`src/rtl/core/fqoc_pkg.sv`:
```
// Shared types and constants for the FIFO queue with order check.
// Holds the request and status codes, the controller states and the result word.
// Depends on nothing.
package fqoc_pkg;

    // Default number of slots in the ring.
    localparam int DEPTH_DEFAULT = 16;

    // Fixed field widths of the channel words.
    localparam int VALUE_W = 32;
    localparam int ACT_W   = 2;
    localparam int STAT_W  = 2;
    localparam int OCC_W   = 5;

    // Request codes carried by an input word.
    typedef enum logic [ACT_W-1:0] {
        ACT_PUSH   = 2'd0,
        ACT_POP    = 2'd1,
        ACT_CLEAR  = 2'd2,
        ACT_STATUS = 2'd3
    } action_t;

    // Status codes reported in a result word.
    typedef enum logic [STAT_W-1:0] {
        STAT_OK    = 2'd0,
        STAT_EMPTY = 2'd1,
        STAT_FULL  = 2'd2
    } status_t;

    // Controller states.
    typedef enum logic {
        ST_IDLE,
        ST_EXEC
    } state_t;

    // One result word as it travels from the controller to the output register.
    typedef struct packed {
        logic signed [VALUE_W-1:0] pop_value;
        status_t                   status;
        logic [OCC_W-1:0]          occupancy;
        logic                      is_empty;
        logic                      is_ascending;
    } result_t;

endpackage

```
`src/rtl/core/fifo_queue_with_order_check.sv`:
```
// FIFO queue of signed 32-bit words with a running order check. Each input word
// is a push, pop, clear or status request and yields exactly one result word.
// A request runs as a synchronous read of the head slot pair from the slot memory,
// followed by the update of the pointers and counts and the write back; a new
// word is taken only once the last one has been committed. The output register
// frees the input side while a result waits; a word taken meanwhile waits in the
// controller until that register is free. No clearing pass is needed after reset.
// Depends on fqoc_pkg, fqoc_mem and fqoc_ctrl.
module fifo_queue_with_order_check
    import fqoc_pkg::*;
#(
    parameter int DEPTH = DEPTH_DEFAULT
) (
    input  logic                      aclk,
    input  logic                      aresetn,
    input  logic                      s_valid,
    output logic                      s_ready,
    input  logic [ACT_W-1:0]          s_action,
    input  logic signed [VALUE_W-1:0] s_push_value,
    output logic                      m_valid,
    input  logic                      m_ready,
    output logic signed [VALUE_W-1:0] m_pop_value,
    output logic [STAT_W-1:0]         m_status,
    output logic [OCC_W-1:0]          m_occupancy,
    output logic                      m_is_empty,
    output logic                      m_is_ascending
);

    localparam int AW = $clog2(DEPTH);

    logic                      res_ready;
    logic                      res_valid;
    result_t                   res;
    result_t                   res_reg;
    logic                      m_valid_reg, m_valid_next;
    logic                      mem_wr_en;
    logic [AW-1:0]             mem_wr_addr;
    logic signed [VALUE_W-1:0] mem_wr_data;
    logic                      mem_rd_en;
    logic [AW-1:0]             mem_rd_addr_a;
    logic [AW-1:0]             mem_rd_addr_b;
    logic signed [VALUE_W-1:0] mem_rd_data_a;
    logic signed [VALUE_W-1:0] mem_rd_data_b;

    fqoc_ctrl #(
        .DEPTH (DEPTH),
        .AW    (AW)
    ) u_ctrl (
        .aclk          (aclk),
        .aresetn       (aresetn),
        .req_valid     (s_valid),
        .req_ready     (s_ready),
        .req_action    (s_action),
        .req_value     (s_push_value),
        .res_ready     (res_ready),
        .res_valid     (res_valid),
        .res           (res),
        .mem_wr_en     (mem_wr_en),
        .mem_wr_addr   (mem_wr_addr),
        .mem_wr_data   (mem_wr_data),
        .mem_rd_en     (mem_rd_en),
        .mem_rd_addr_a (mem_rd_addr_a),
        .mem_rd_addr_b (mem_rd_addr_b),
        .mem_rd_data_a (mem_rd_data_a),
        .mem_rd_data_b (mem_rd_data_b)
    );

    fqoc_mem #(
        .DEPTH (DEPTH),
        .AW    (AW)
    ) u_mem (
        .aclk      (aclk),
        .wr_en     (mem_wr_en),
        .wr_addr   (mem_wr_addr),
        .wr_data   (mem_wr_data),
        .rd_en     (mem_rd_en),
        .rd_addr_a (mem_rd_addr_a),
        .rd_addr_b (mem_rd_addr_b),
        .rd_data_a (mem_rd_data_a),
        .rd_data_b (mem_rd_data_b)
    );

    // The output register can take a result when empty or being emptied.
    assign res_ready = !m_valid_reg || m_ready;

    always_comb begin
        m_valid_next = m_valid_reg;
        if (res_valid) begin
            m_valid_next = 1'b1;
        end else if (m_ready) begin
            m_valid_next = 1'b0;
        end
    end

    // Output register valid flag.
    always_ff @(posedge aclk) begin
        if (!aresetn) begin
            m_valid_reg <= 1'b0;
        end else begin
            m_valid_reg <= m_valid_next;
        end
    end

    // Output register payload.
    always_ff @(posedge aclk) begin
        if (res_valid) begin
            res_reg <= res;
        end
    end

    assign m_valid        = m_valid_reg;
    assign m_pop_value    = res_reg.pop_value;
    assign m_status       = res_reg.status;
    assign m_occupancy    = res_reg.occupancy;
    assign m_is_empty     = res_reg.is_empty;
    assign m_is_ascending = res_reg.is_ascending;

    // Only one word is in flight, so acceptance is never followed by acceptance.
    assert property (@(posedge aclk) disable iff (!aresetn)
        (s_valid && s_ready) |=> !s_ready)
        else $error("input word accepted while another is in progress");

    // A failed request never returns a popped word.
    assert property (@(posedge aclk) disable iff (!aresetn)
        (m_valid && (m_status != STAT_OK)) |-> (m_pop_value == '0))
        else $error("failed request carries a popped word");

    // An empty queue always counts as ordered.
    assert property (@(posedge aclk) disable iff (!aresetn)
        (m_valid && m_is_empty) |-> m_is_ascending)
        else $error("empty queue reported out of order");

    // A result is only loaded into a register that is free or being emptied.
    assert property (@(posedge aclk) disable iff (!aresetn)
        (m_valid && !m_ready) |-> !res_valid)
        else $error("result overwrote an untaken word");

endmodule

```
`src/rtl/core/fqoc_mem.sv`:
```
// Slot memory of the queue: one write port and two registered read ports.
// Read data is registered and appears in the cycle after the read enable.
// Depends on fqoc_pkg for the value width.
module fqoc_mem
    import fqoc_pkg::*;
#(
    parameter int DEPTH = DEPTH_DEFAULT,
    parameter int AW    = $clog2(DEPTH)
) (
    input  logic                      aclk,
    input  logic                      wr_en,
    input  logic [AW-1:0]             wr_addr,
    input  logic signed [VALUE_W-1:0] wr_data,
    input  logic                      rd_en,
    input  logic [AW-1:0]             rd_addr_a,
    input  logic [AW-1:0]             rd_addr_b,
    output logic signed [VALUE_W-1:0] rd_data_a,
    output logic signed [VALUE_W-1:0] rd_data_b
);

    logic signed [VALUE_W-1:0] slots_reg [DEPTH];
    logic signed [VALUE_W-1:0] rd_data_a_reg;
    logic signed [VALUE_W-1:0] rd_data_b_reg;

    // Write port.
    always_ff @(posedge aclk) begin
        if (wr_en) begin
            slots_reg[wr_addr] <= wr_data;
        end
    end

    // Two read ports with registered data.
    always_ff @(posedge aclk) begin
        if (rd_en) begin
            rd_data_a_reg <= slots_reg[rd_addr_a];
            rd_data_b_reg <= slots_reg[rd_addr_b];
        end
    end

    assign rd_data_a = rd_data_a_reg;
    assign rd_data_b = rd_data_b_reg;

endmodule

```
`src/rtl/core/fqoc_ctrl.sv`:
```
// Queue controller: head, tail, count and descent bookkeeping around the slot memory.
// Reads the head pair on acceptance and commits the update in the execute state once the result side is ready.
// Depends on fqoc_pkg for codes, states and the result word.
module fqoc_ctrl
    import fqoc_pkg::*;
#(
    parameter int DEPTH = DEPTH_DEFAULT,
    parameter int AW    = $clog2(DEPTH)
) (
    input  logic                      aclk,
    input  logic                      aresetn,
    // Request side.
    input  logic                      req_valid,
    output logic                      req_ready,
    input  logic [ACT_W-1:0]          req_action,
    input  logic signed [VALUE_W-1:0] req_value,
    // Result side.
    input  logic                      res_ready,
    output logic                      res_valid,
    output result_t                   res,
    // Memory side.
    output logic                      mem_wr_en,
    output logic [AW-1:0]             mem_wr_addr,
    output logic signed [VALUE_W-1:0] mem_wr_data,
    output logic                      mem_rd_en,
    output logic [AW-1:0]             mem_rd_addr_a,
    output logic [AW-1:0]             mem_rd_addr_b,
    input  logic signed [VALUE_W-1:0] mem_rd_data_a,
    input  logic signed [VALUE_W-1:0] mem_rd_data_b
);

    localparam int CW = $clog2(DEPTH + 1);
    localparam int DW = $clog2(DEPTH);

    state_t                    state_reg, state_next;
    logic [AW-1:0]             head_reg, head_next;
    logic [AW-1:0]             tail_reg, tail_next;
    logic [CW-1:0]             count_reg, count_next;
    logic [DW-1:0]             desc_reg, desc_next;
    logic signed [VALUE_W-1:0] newest_reg, newest_next;
    action_t                   act_reg;
    logic signed [VALUE_W-1:0] value_reg;
    logic                      accept;
    logic                      commit;
    logic signed [VALUE_W-1:0] pop_value;
    status_t                   status;

    // Ring index advance with wrap at the last slot.
    function automatic logic [AW-1:0] next_index(input logic [AW-1:0] idx);
        next_index = (idx == AW'(DEPTH - 1)) ? '0 : idx + 1'b1;
    endfunction

    assign accept = req_valid && req_ready;
    assign commit = (state_reg == ST_EXEC) && res_ready;

    // Head pair is read as the word is taken in.
    assign mem_rd_en     = accept;
    assign mem_rd_addr_a = head_reg;
    assign mem_rd_addr_b = next_index(head_reg);

    // Request word capture.
    always_ff @(posedge aclk) begin
        if (accept) begin
            act_reg   <= action_t'(req_action);
            value_reg <= req_value;
        end
    end

    // State machine register.
    always_ff @(posedge aclk) begin
        if (!aresetn) begin
            state_reg <= ST_IDLE;
        end else begin
            state_reg <= state_next;
        end
    end

    // Next state and handshake outputs.
    always_comb begin
        state_next = state_reg;
        req_ready  = 1'b0;
        res_valid  = 1'b0;
        unique case (state_reg)
            ST_IDLE: begin
                req_ready = 1'b1;
                if (req_valid) begin
                    state_next = ST_EXEC;
                end
            end
            ST_EXEC: begin
                if (res_ready) begin
                    res_valid  = 1'b1;
                    state_next = ST_IDLE;
                end
            end
            default: state_next = ST_IDLE;
        endcase
    end

    // Queue update for the word held in the execute state.
    always_comb begin
        head_next   = head_reg;
        tail_next   = tail_reg;
        count_next  = count_reg;
        desc_next   = desc_reg;
        newest_next = newest_reg;
        pop_value   = '0;
        status      = STAT_OK;
        mem_wr_en   = 1'b0;
        mem_wr_addr = tail_reg;
        mem_wr_data = value_reg;
        unique case (act_reg)
            ACT_PUSH: begin
                if (count_reg == CW'(DEPTH)) begin
                    status = STAT_FULL;
                end else begin
                    if ((count_reg != '0) && (value_reg < newest_reg)) begin
                        desc_next = desc_reg + 1'b1;
                    end
                    mem_wr_en   = commit;
                    tail_next   = next_index(tail_reg);
                    newest_next = value_reg;
                    count_next  = count_reg + 1'b1;
                end
            end
            ACT_POP: begin
                if (count_reg == '0) begin
                    status = STAT_EMPTY;
                end else begin
                    pop_value = mem_rd_data_a;
                    if ((count_reg > CW'(1)) && (mem_rd_data_b < mem_rd_data_a)
                            && (desc_reg != '0)) begin
                        desc_next = desc_reg - 1'b1;
                    end
                    head_next  = next_index(head_reg);
                    count_next = count_reg - 1'b1;
                    // The last word leaving empties the descent count too.
                    if (count_reg == CW'(1)) begin
                        desc_next = '0;
                    end
                end
            end
            ACT_CLEAR: begin
                head_next  = '0;
                tail_next  = '0;
                count_next = '0;
                desc_next  = '0;
            end
            ACT_STATUS: begin
            end
            default: begin
            end
        endcase
    end

    // Result word.
    always_comb begin
        res.pop_value    = pop_value;
        res.status       = status;
        res.occupancy    = OCC_W'(count_next);
        res.is_empty     = (count_next == '0);
        res.is_ascending = (desc_next == '0);
    end

    // Queue bookkeeping registers.
    always_ff @(posedge aclk) begin
        if (!aresetn) begin
            head_reg  <= '0;
            tail_reg  <= '0;
            count_reg <= '0;
            desc_reg  <= '0;
        end else if (commit) begin
            head_reg  <= head_next;
            tail_reg  <= tail_next;
            count_reg <= count_next;
            desc_reg  <= desc_next;
        end
    end

    // Newest word, only read while the queue holds something.
    always_ff @(posedge aclk) begin
        if (commit) begin
            newest_reg <= newest_next;
        end
    end

endmodule

```
`config.mk`:
```
export PLATFORM = sky130hd
export DESIGN_NAME = fifo_queue_with_order_check
export DESIGN_NICKNAME = d
export VERILOG_FILES = /design/src/rtl/core/fqoc_pkg.sv /design/src/rtl/core/fifo_queue_with_order_check.sv /design/src/rtl/core/fqoc_mem.sv /design/src/rtl/core/fqoc_ctrl.sv
export SDC_FILE = /design/constraint.sdc
export NUM_CORES = 1
export LEC_CHECK = 0
export BUFFER_PORTS_ARGS = -buffer_cell sky130_fd_sc_hd__buf_4
export CORE_ASPECT_RATIO = 1.25
export CORE_MARGIN = 1
export CORE_UTILIZATION = 45
export CTS_BUF_LIST = sky130_fd_sc_hd__clkbuf_16
export DETAILED_ROUTE_END_ITERATION = 10
export PLACE_DENSITY = 0.7
export SYNTH_ARGS = -nofsm -noshare
export SYNTH_HDL_FRONTEND = slang
export SYNTH_HIERARCHICAL = 1
export SYNTH_SLANG_ARGS = --single-unit
export TNS_END_PERCENT = 100
```
`constraint.sdc`:
```
create_clock -name aclk -period 9.9 [get_ports aclk]
set_input_delay 1.485 -clock aclk [delete_from_list [all_inputs] [get_ports aclk]]
set_output_delay 1.485 -clock aclk [all_outputs]
set_load 0.05 [all_outputs]
```
==> results of run 1 <==
final cells by class:
type / count / area [um2] / area share (%)
Sequential cell: 702 / 20900 / 58.9
Multi-Input combinational cell: 845 / 9970 / 28.1
Clock buffer: 75 / 1880 / 5.29
Tap cell: 926 / 1160 / 3.26
Timing Repair Buffer: 123 / 936 / 2.64
Clock inverter: 53 / 389 / 1.10
Inverter: 76 / 285 / 0.803
power breakdown:
part,internal [mW],switching [mW]
clock network,1.52,1.11
logic,0.107,0.172
registers,3.30,0.0498
Yosys cell counts (4+ instances only):
library cell	number	area share [%]
edfxtp_1	683	65
mux4_2	256	18
a22oi_1	129	3.1
nand2_1	103	1.2
inv_1	75	0.90
nor2_1	71	0.85
ha_1	69	2.7
clkbuf_1	52	0.62
a21oi_1	29	0.46
o21ai_0	22	0.35
dfxtp_1	19	1.2
buf_2	18	0.29
buf_4	18	0.43
buf_1	14	0.17
nand2b_1	14	0.28
nor3_1	14	0.22
nand3_1	13	0.21
nor2b_1	11	0.22
nand4_1	10	0.20
a31oi_1	6	0.12
a21boi_0	5	0.12
and2_1	5	0.10
nor4_1	5	0.10
o21a_1	5	0.12
a21o_1	4	0.096
a221oi_1	4	0.11
a32oi_1	4	0.11
cells by family after synthesis:
| kind of cell | count (synthesis) | share of synthesized area [%] |
|---|---|---|
| DFF | 702 | 66.5 |
| and+or+nand+nor | 271 | 4.12 |
| muxes | 259 | 18.5 |
| AOI/OAI and AO/OA | 243 | 5.63 |
| buffers and inverters | 178 | 2.41 |
| adders and majority gates | 69 | 2.75 |
| xor gates and xnor gates | 3 | 0.108 |
through the flow:
| stage | hold slack (ns) | util, % | cells | cell area (um2) |
|---|---|---|---|---|
| after CTS | 0.523 | 51.8 | 2800 | 35500 |
| after detailed placement | 0.518 | 48.5 | 2672 | 33200 |
| after global placement | 0.500 | 48.5 | 2672 | 33200 |
| after floorplan | 0.491 | - | 1725 | 31400 |
| after global routing | 0.541 | 51.8 | 2800 | 35500 |
| final | 0.513 | 51.8 | 2800 | 35500 |
final timing paths:
check	startpoint	end
worst max register to register	u_ctrl/count_reg[0]	u_mem/slots_reg[10][6]
worst min register to register	m_valid	m_valid
worst max-delay path	u_ctrl/count_reg[0]	u_mem/slots_reg[10][6]
worst min-delay path	m_valid	m_valid
routing by layer:
metal / routed length [um] / part of all wire (%) / GRT usage, %
met2: 39400 / 52 / 37.2
met4: 2420 / 3.2 / 8.24
met3: 5710 / 7.5 / 3.97
met1: 28400 / 37 / 27.4
met5: 0 / 0 / 0
worst max-delay path: stages (launching register included):
cell and delay (ns):
dfxtp_1 0.51, inv_1 0.14, ha_1 0.25, nor3b_2 0.24
nand2_1 0.17, nand2_1 0.16, nor2_4 0.11, buf_4 0.48
nand3b_1 0.42, nor2_4 0.85, buf_4 0.41
==> metrics.csv, run 1 <==
stage,metric,value,unit
synthesis,synth-edff-count,683,
final_layout,fin_nets,1926,
clock_tree,cts_sinks,702,
grt,grt_max_degree,91,
synthesis,synth_seq_cells,702,
sta,slew_viol_final,0,
clock_tree,cts_tree,yes,
setup_path,worstPathRequired,10.20,ns
setup_path,crit_type,reg -> reg,
final_layout,syn_to_final_growth,13.1,%
sta,max_freq,0.244,GHz
clock_tree,postCtsSetupBuffers,0,
pwr,total_power,6.26,mW
synthesis,syn-num-nets,1832,
clock_tree,htreeDepth,3,
setup_path,crit_path_start_kind,flip-flop,
synthesis,ys.flop_type,edfxtp_1,
place,place_ws,5.22,ns
hold_path,hold_depth,2,
clock_tree,postCtsResizedCells,0,
sta,relSlewSlack,14.7,%
hold_path,hold_class,reg -> reg,
die,die-area,70900,um2
die,core_area,68500,um2
die,io_pins,81,
drt,drt_wl_total,76000,um
drt,vias,17500,
synthesis,syn_area,31400,um2
place,io_buffer_count,80,
final_layout,largest_reg_flops,512,
grt,grt_pass1_vias,17900,
place,dp_hpwl,44800,um
grt,grt_pass1_wl,113000,um
clock_tree,clk_pin_slew,0.06,ns
sta,post-route-period-util,41.4,%
sta,finClkSkew,0.0140,ns
final_layout,final_cell_mix,"edfxtp_1, mux4_2, a22oi_1, buf_4, nand2_1",
grt,antenna_found_initial,0,
synthesis,synth.yosys.seq_area_share,66.5,%
clock_tree,cts_hold_buf,0,
setup_path,crit_arrival,4.40,ns
sta,finalSetupViolations,0,
setup_path,crit_fanout,37,
final_layout,fillers,5391,
setup_path,ff2ff_path_depth,10,
pwr,power_density,176,nW/um2
drt,drc,0,
grt,grt_overflow,0,
pwr,leakage,11.7,nW
die,die_w,238,um
drt,detail-route-antenna-nets,0,
final_layout,drive_above_1_share,28.1,%
synthesis,synthArstFlopShare,0,%
clock_tree,numCtsBuffers,71,
synthesis,avgSynthCellArea,18.2,um2
drt,dr.pass1.iters,7,
place,gp_congestion,0.823,
drt,via_per_inst,6.23,
sta,hold_violations,0,
job,drv_cap,0,
sta,worst_pin_slew,1.28,ns
die,die_h,297,um
die,row_count,107,
setup_path,worstSetupEndpointType,flip-flop,
drt,drt-wirelength-per-cell,27.1,um
sta,setup_tns,0,ns
sta,setup_ws,5.80,ns
setup_path,rrSetupSlack,5.80,ns
die,initial_core_util,45.8,%
status,status,finished clean,
sta,rsz0062_at_grt,no,
synthesis,synth_cells,1725,
synthesis,synth.yosys.warnings,6,
clock_tree,clk_latency,0.63,ns
clock_tree,clockRootBuffer,clkbuf_16,
final_layout,final_common_cell,edfxtp_1,
final_layout,n_antenna_cell,0,
grt,track_usage,21.7,%
clock_tree,cts_buffer_depth,3,
drt,drtIter0Drc,1720,
sta,period_needed,4.10,ns
synthesis,synth_cell_type_count,76,
pwr,ir_worst_vdd,133,uV
No activity file was read; power rests on OpenSTA's default activity.
==> inputs of run 2 (changes only) <==
==> constraint.sdc (replaced) <==
create_clock -name aclk -period 3.8 [get_ports aclk]
set_input_delay 0.57 -clock aclk [delete_from_list [all_inputs] [get_ports aclk]]
set_output_delay 0.57 -clock aclk [all_outputs]
set_load 0.05 [all_outputs]
==> run 2 against run 1 <==
Net effect: global-route usage up 1.4 points; sequential power rose to 2.6 times the previous value; non-clock buffer count up 46; critical path depth up 1; total power rose to 2.6 times the previous value; critical path type unchanged; via count up 2.5%; count of clock-buffer cells in the layout down 2; combinational power rose to 2.9 times the previous value; cell count up 1.6%.
==> metrics.csv, run 2 (synthesis results as in run 1) <==
stage,metric,value,unit,change
clock_tree,cts_sinks,702,,unchanged
hold_path,hold_class,in -> reg,,
clock_tree,cts_tree,yes,,
sta,period_needed,3.50,ns,-0.604 ns
grt,grt_max_degree,130,,+43%
grt,antenna_found_initial,0,,unchanged
clock_tree,postCtsSetupBuffers,0,,unchanged
place,io_buffer_count,80,,unchanged
setup_path,crit_type,reg -> reg,,
sta,finalSetupViolations,0,,unchanged
final_layout,fin_nets,1972,,+2.4%
pwr,ir_worst_vdd,295,uV,+120%
drt,detail-route-antenna-nets,0,,unchanged
final_layout,fillers,5367,,-0.45%
sta,worst_pin_slew,0.942,ns,-0.334 ns
final_layout,final_cells,2845,,+1.6%
final_layout,fin_util,52.6,%,+0.77 points
drt,drc,0,,unchanged
die,row_count,107,,unchanged
setup_path,crit_path_start_kind,flip-flop,,
clock_tree,cts_hold_buf,0,,unchanged
status,status,finished clean,,
grt,track_usage,23.2,%,+1.4 points
final_layout,final_cell_mix,"edfxtp_1, mux4_2, buf_4, a22oi_1, nand2_1",,
die,die_h,297,um,unchanged
clock_tree,cts_buffer_depth,3,,unchanged
place,dp_hpwl,48400,um,+7.9%
drt,drtIter0Drc,1872,,+8.8%
final_layout,final_common_cell,edfxtp_1,,
sta,rsz0062_at_grt,no,,
grt,grt_pass1_wl,119000,um,+5.4%
drt,drt-wirelength-per-cell,28.4,um,+4.7%
sta,post-route-period-util,92.0,%,+51 points
die,die_w,238,um,unchanged
drt,wl_met1,30000,um,+5.5%
drt,drt_wl_total,80900,um,+6.4%
final_layout,syn_to_final_growth,14.7,%,
clock_tree,clockRootBuffer,clkbuf_16,,
drt,wl_met3,7270,um,+27%
sta,finClkSkew,0.0218,ns,+0.00782 ns
pwr,power_density,450,nW/um2,+150%
sta,whs,0.125,ns,-0.387 ns
drt,vias,17900,,+2.5%
grt,grt_pass1_vias,18500,,+3.1%
sta,slew_viol_final,0,,unchanged
setup_path,worstPathRequired,4.24,ns,-5.96 ns
place,dp_cells,2718,,+1.7%
drt,dr.pass1.iters,5,,-2
job,drv_cap,0,,unchanged
final_layout,largest_reg_flops,512,,unchanged
final_layout,drive_above_1_share,30.1,%,+2.0 points
sta,hold_violations,0,,unchanged
die,io_pins,81,,unchanged
die,core_area,68500,um2,unchanged
place,gp_congestion,0.844,,+2.6%
die,initial_core_util,45.8,%,unchanged
die,die-area,70900,um2,unchanged
pwr,leakage,11.9,nW,+2.0%
drt,via_per_inst,6.29,,+0.92%
drt,wl_met2,40200,um,+1.9%
drt,top_layer_used,met4,,
sta,relSlewSlack,37.2,%,+22 points
sta,max_freq,0.286,GHz,+17%
setup_path,worstSetupEndpointType,flip-flop,,
setup_path,crit_arrival,3.93,ns,-0.47 ns
clock_tree,htreeDepth,3,,unchanged
final_layout,n_antenna_cell,0,,unchanged
clock_tree,postCtsResizedCells,0,,unchanged
clock_tree,clk_pin_slew,0.07,ns,about the same
grt,grt_overflow,0,,unchanged
clock_tree,clk_latency,0.62,ns,about the same
clock_tree,numCtsBuffers,71,,unchanged
pwr,total_power,16.2,mW,+160%
setup_path,crit_fanout,7,,-81%
-- run 2: cell types whose count changed in the layout (fill, tap and decap cells not counted), moves of 2 or more --
cell        change
buf_4          +29
clkinv_8        +2
inv_6           -2
nor3_4          +4
nor3_2          -4
clkbuf_16       -2
clkinv_4        +4
clkinvlp_4      +3
clkinv_2        +3
buf_12         +17
bufinv_16       -2
clkinv_1        -8
-- run 2: final cells by class --
cell class                      instances  area [um2]  area share (%)
Clock inverter                         54         390            1.08
Timing Repair Buffer                  169        1490            4.15
Sequential cell                       702       20900            58.0
Tap cell                              926        1160            3.22
Clock buffer                           73        1830            5.07
Multi-Input combinational cell        845        9980            27.7
Inverter                               76         285           0.792
-- run 2: path summary, 6_finish.rpt --
path	start	end	slack [ns]	cells after the start
setup / recovery	u_mem/rd_data_a[31]	m_is_ascending	0.30	11
hold / removal	s_push_value[12]	u_ctrl/mem_wr_data[12]	0.13	1
setup reg to reg	u_mem/rd_data_a[31]	m_is_ascending	0.30	11
hold reg to reg	m_valid	m_valid	0.51	2
-- run 2: layer usage --
metal,vias up,GRT usage (%)
li1,7422,-
met1,9311,30.1
met2,968,37.9
met3,195,4.23
met4,0,10.7
met5,-,0
-- run 2: per-stage QoR --
step	instance area [um2]	TNS, ns	worst slack, ns
CTS	36000	0	0.300
detailed placement	33800	0	0.342
global placement	33800	0	0.518
floorplan	31500	-31.29	-0.322
global route	36000	0	0.0622
finish	36000	0	0.304
-- run 2: report_power, final --
group / internal, mW / switching (mW)
combinational: 0.299 / 0.503
clock: 3.77 / 2.93
sequential: 8.61 / 0.0868
-- run 2: critical path: stages, from the launching register on --
cell and delay [ns]:
edfxtp_1 0.33, inv_1 0.06, ha_1 0.50, nand4_1 0.27, nor4b_2 0.46, nand2_1 0.20
a31oi_2 0.39, nor2_2 0.09, xnor2_2 0.26, a41oi_1 0.18, a32o_1 0.32, nor4_2 0.24
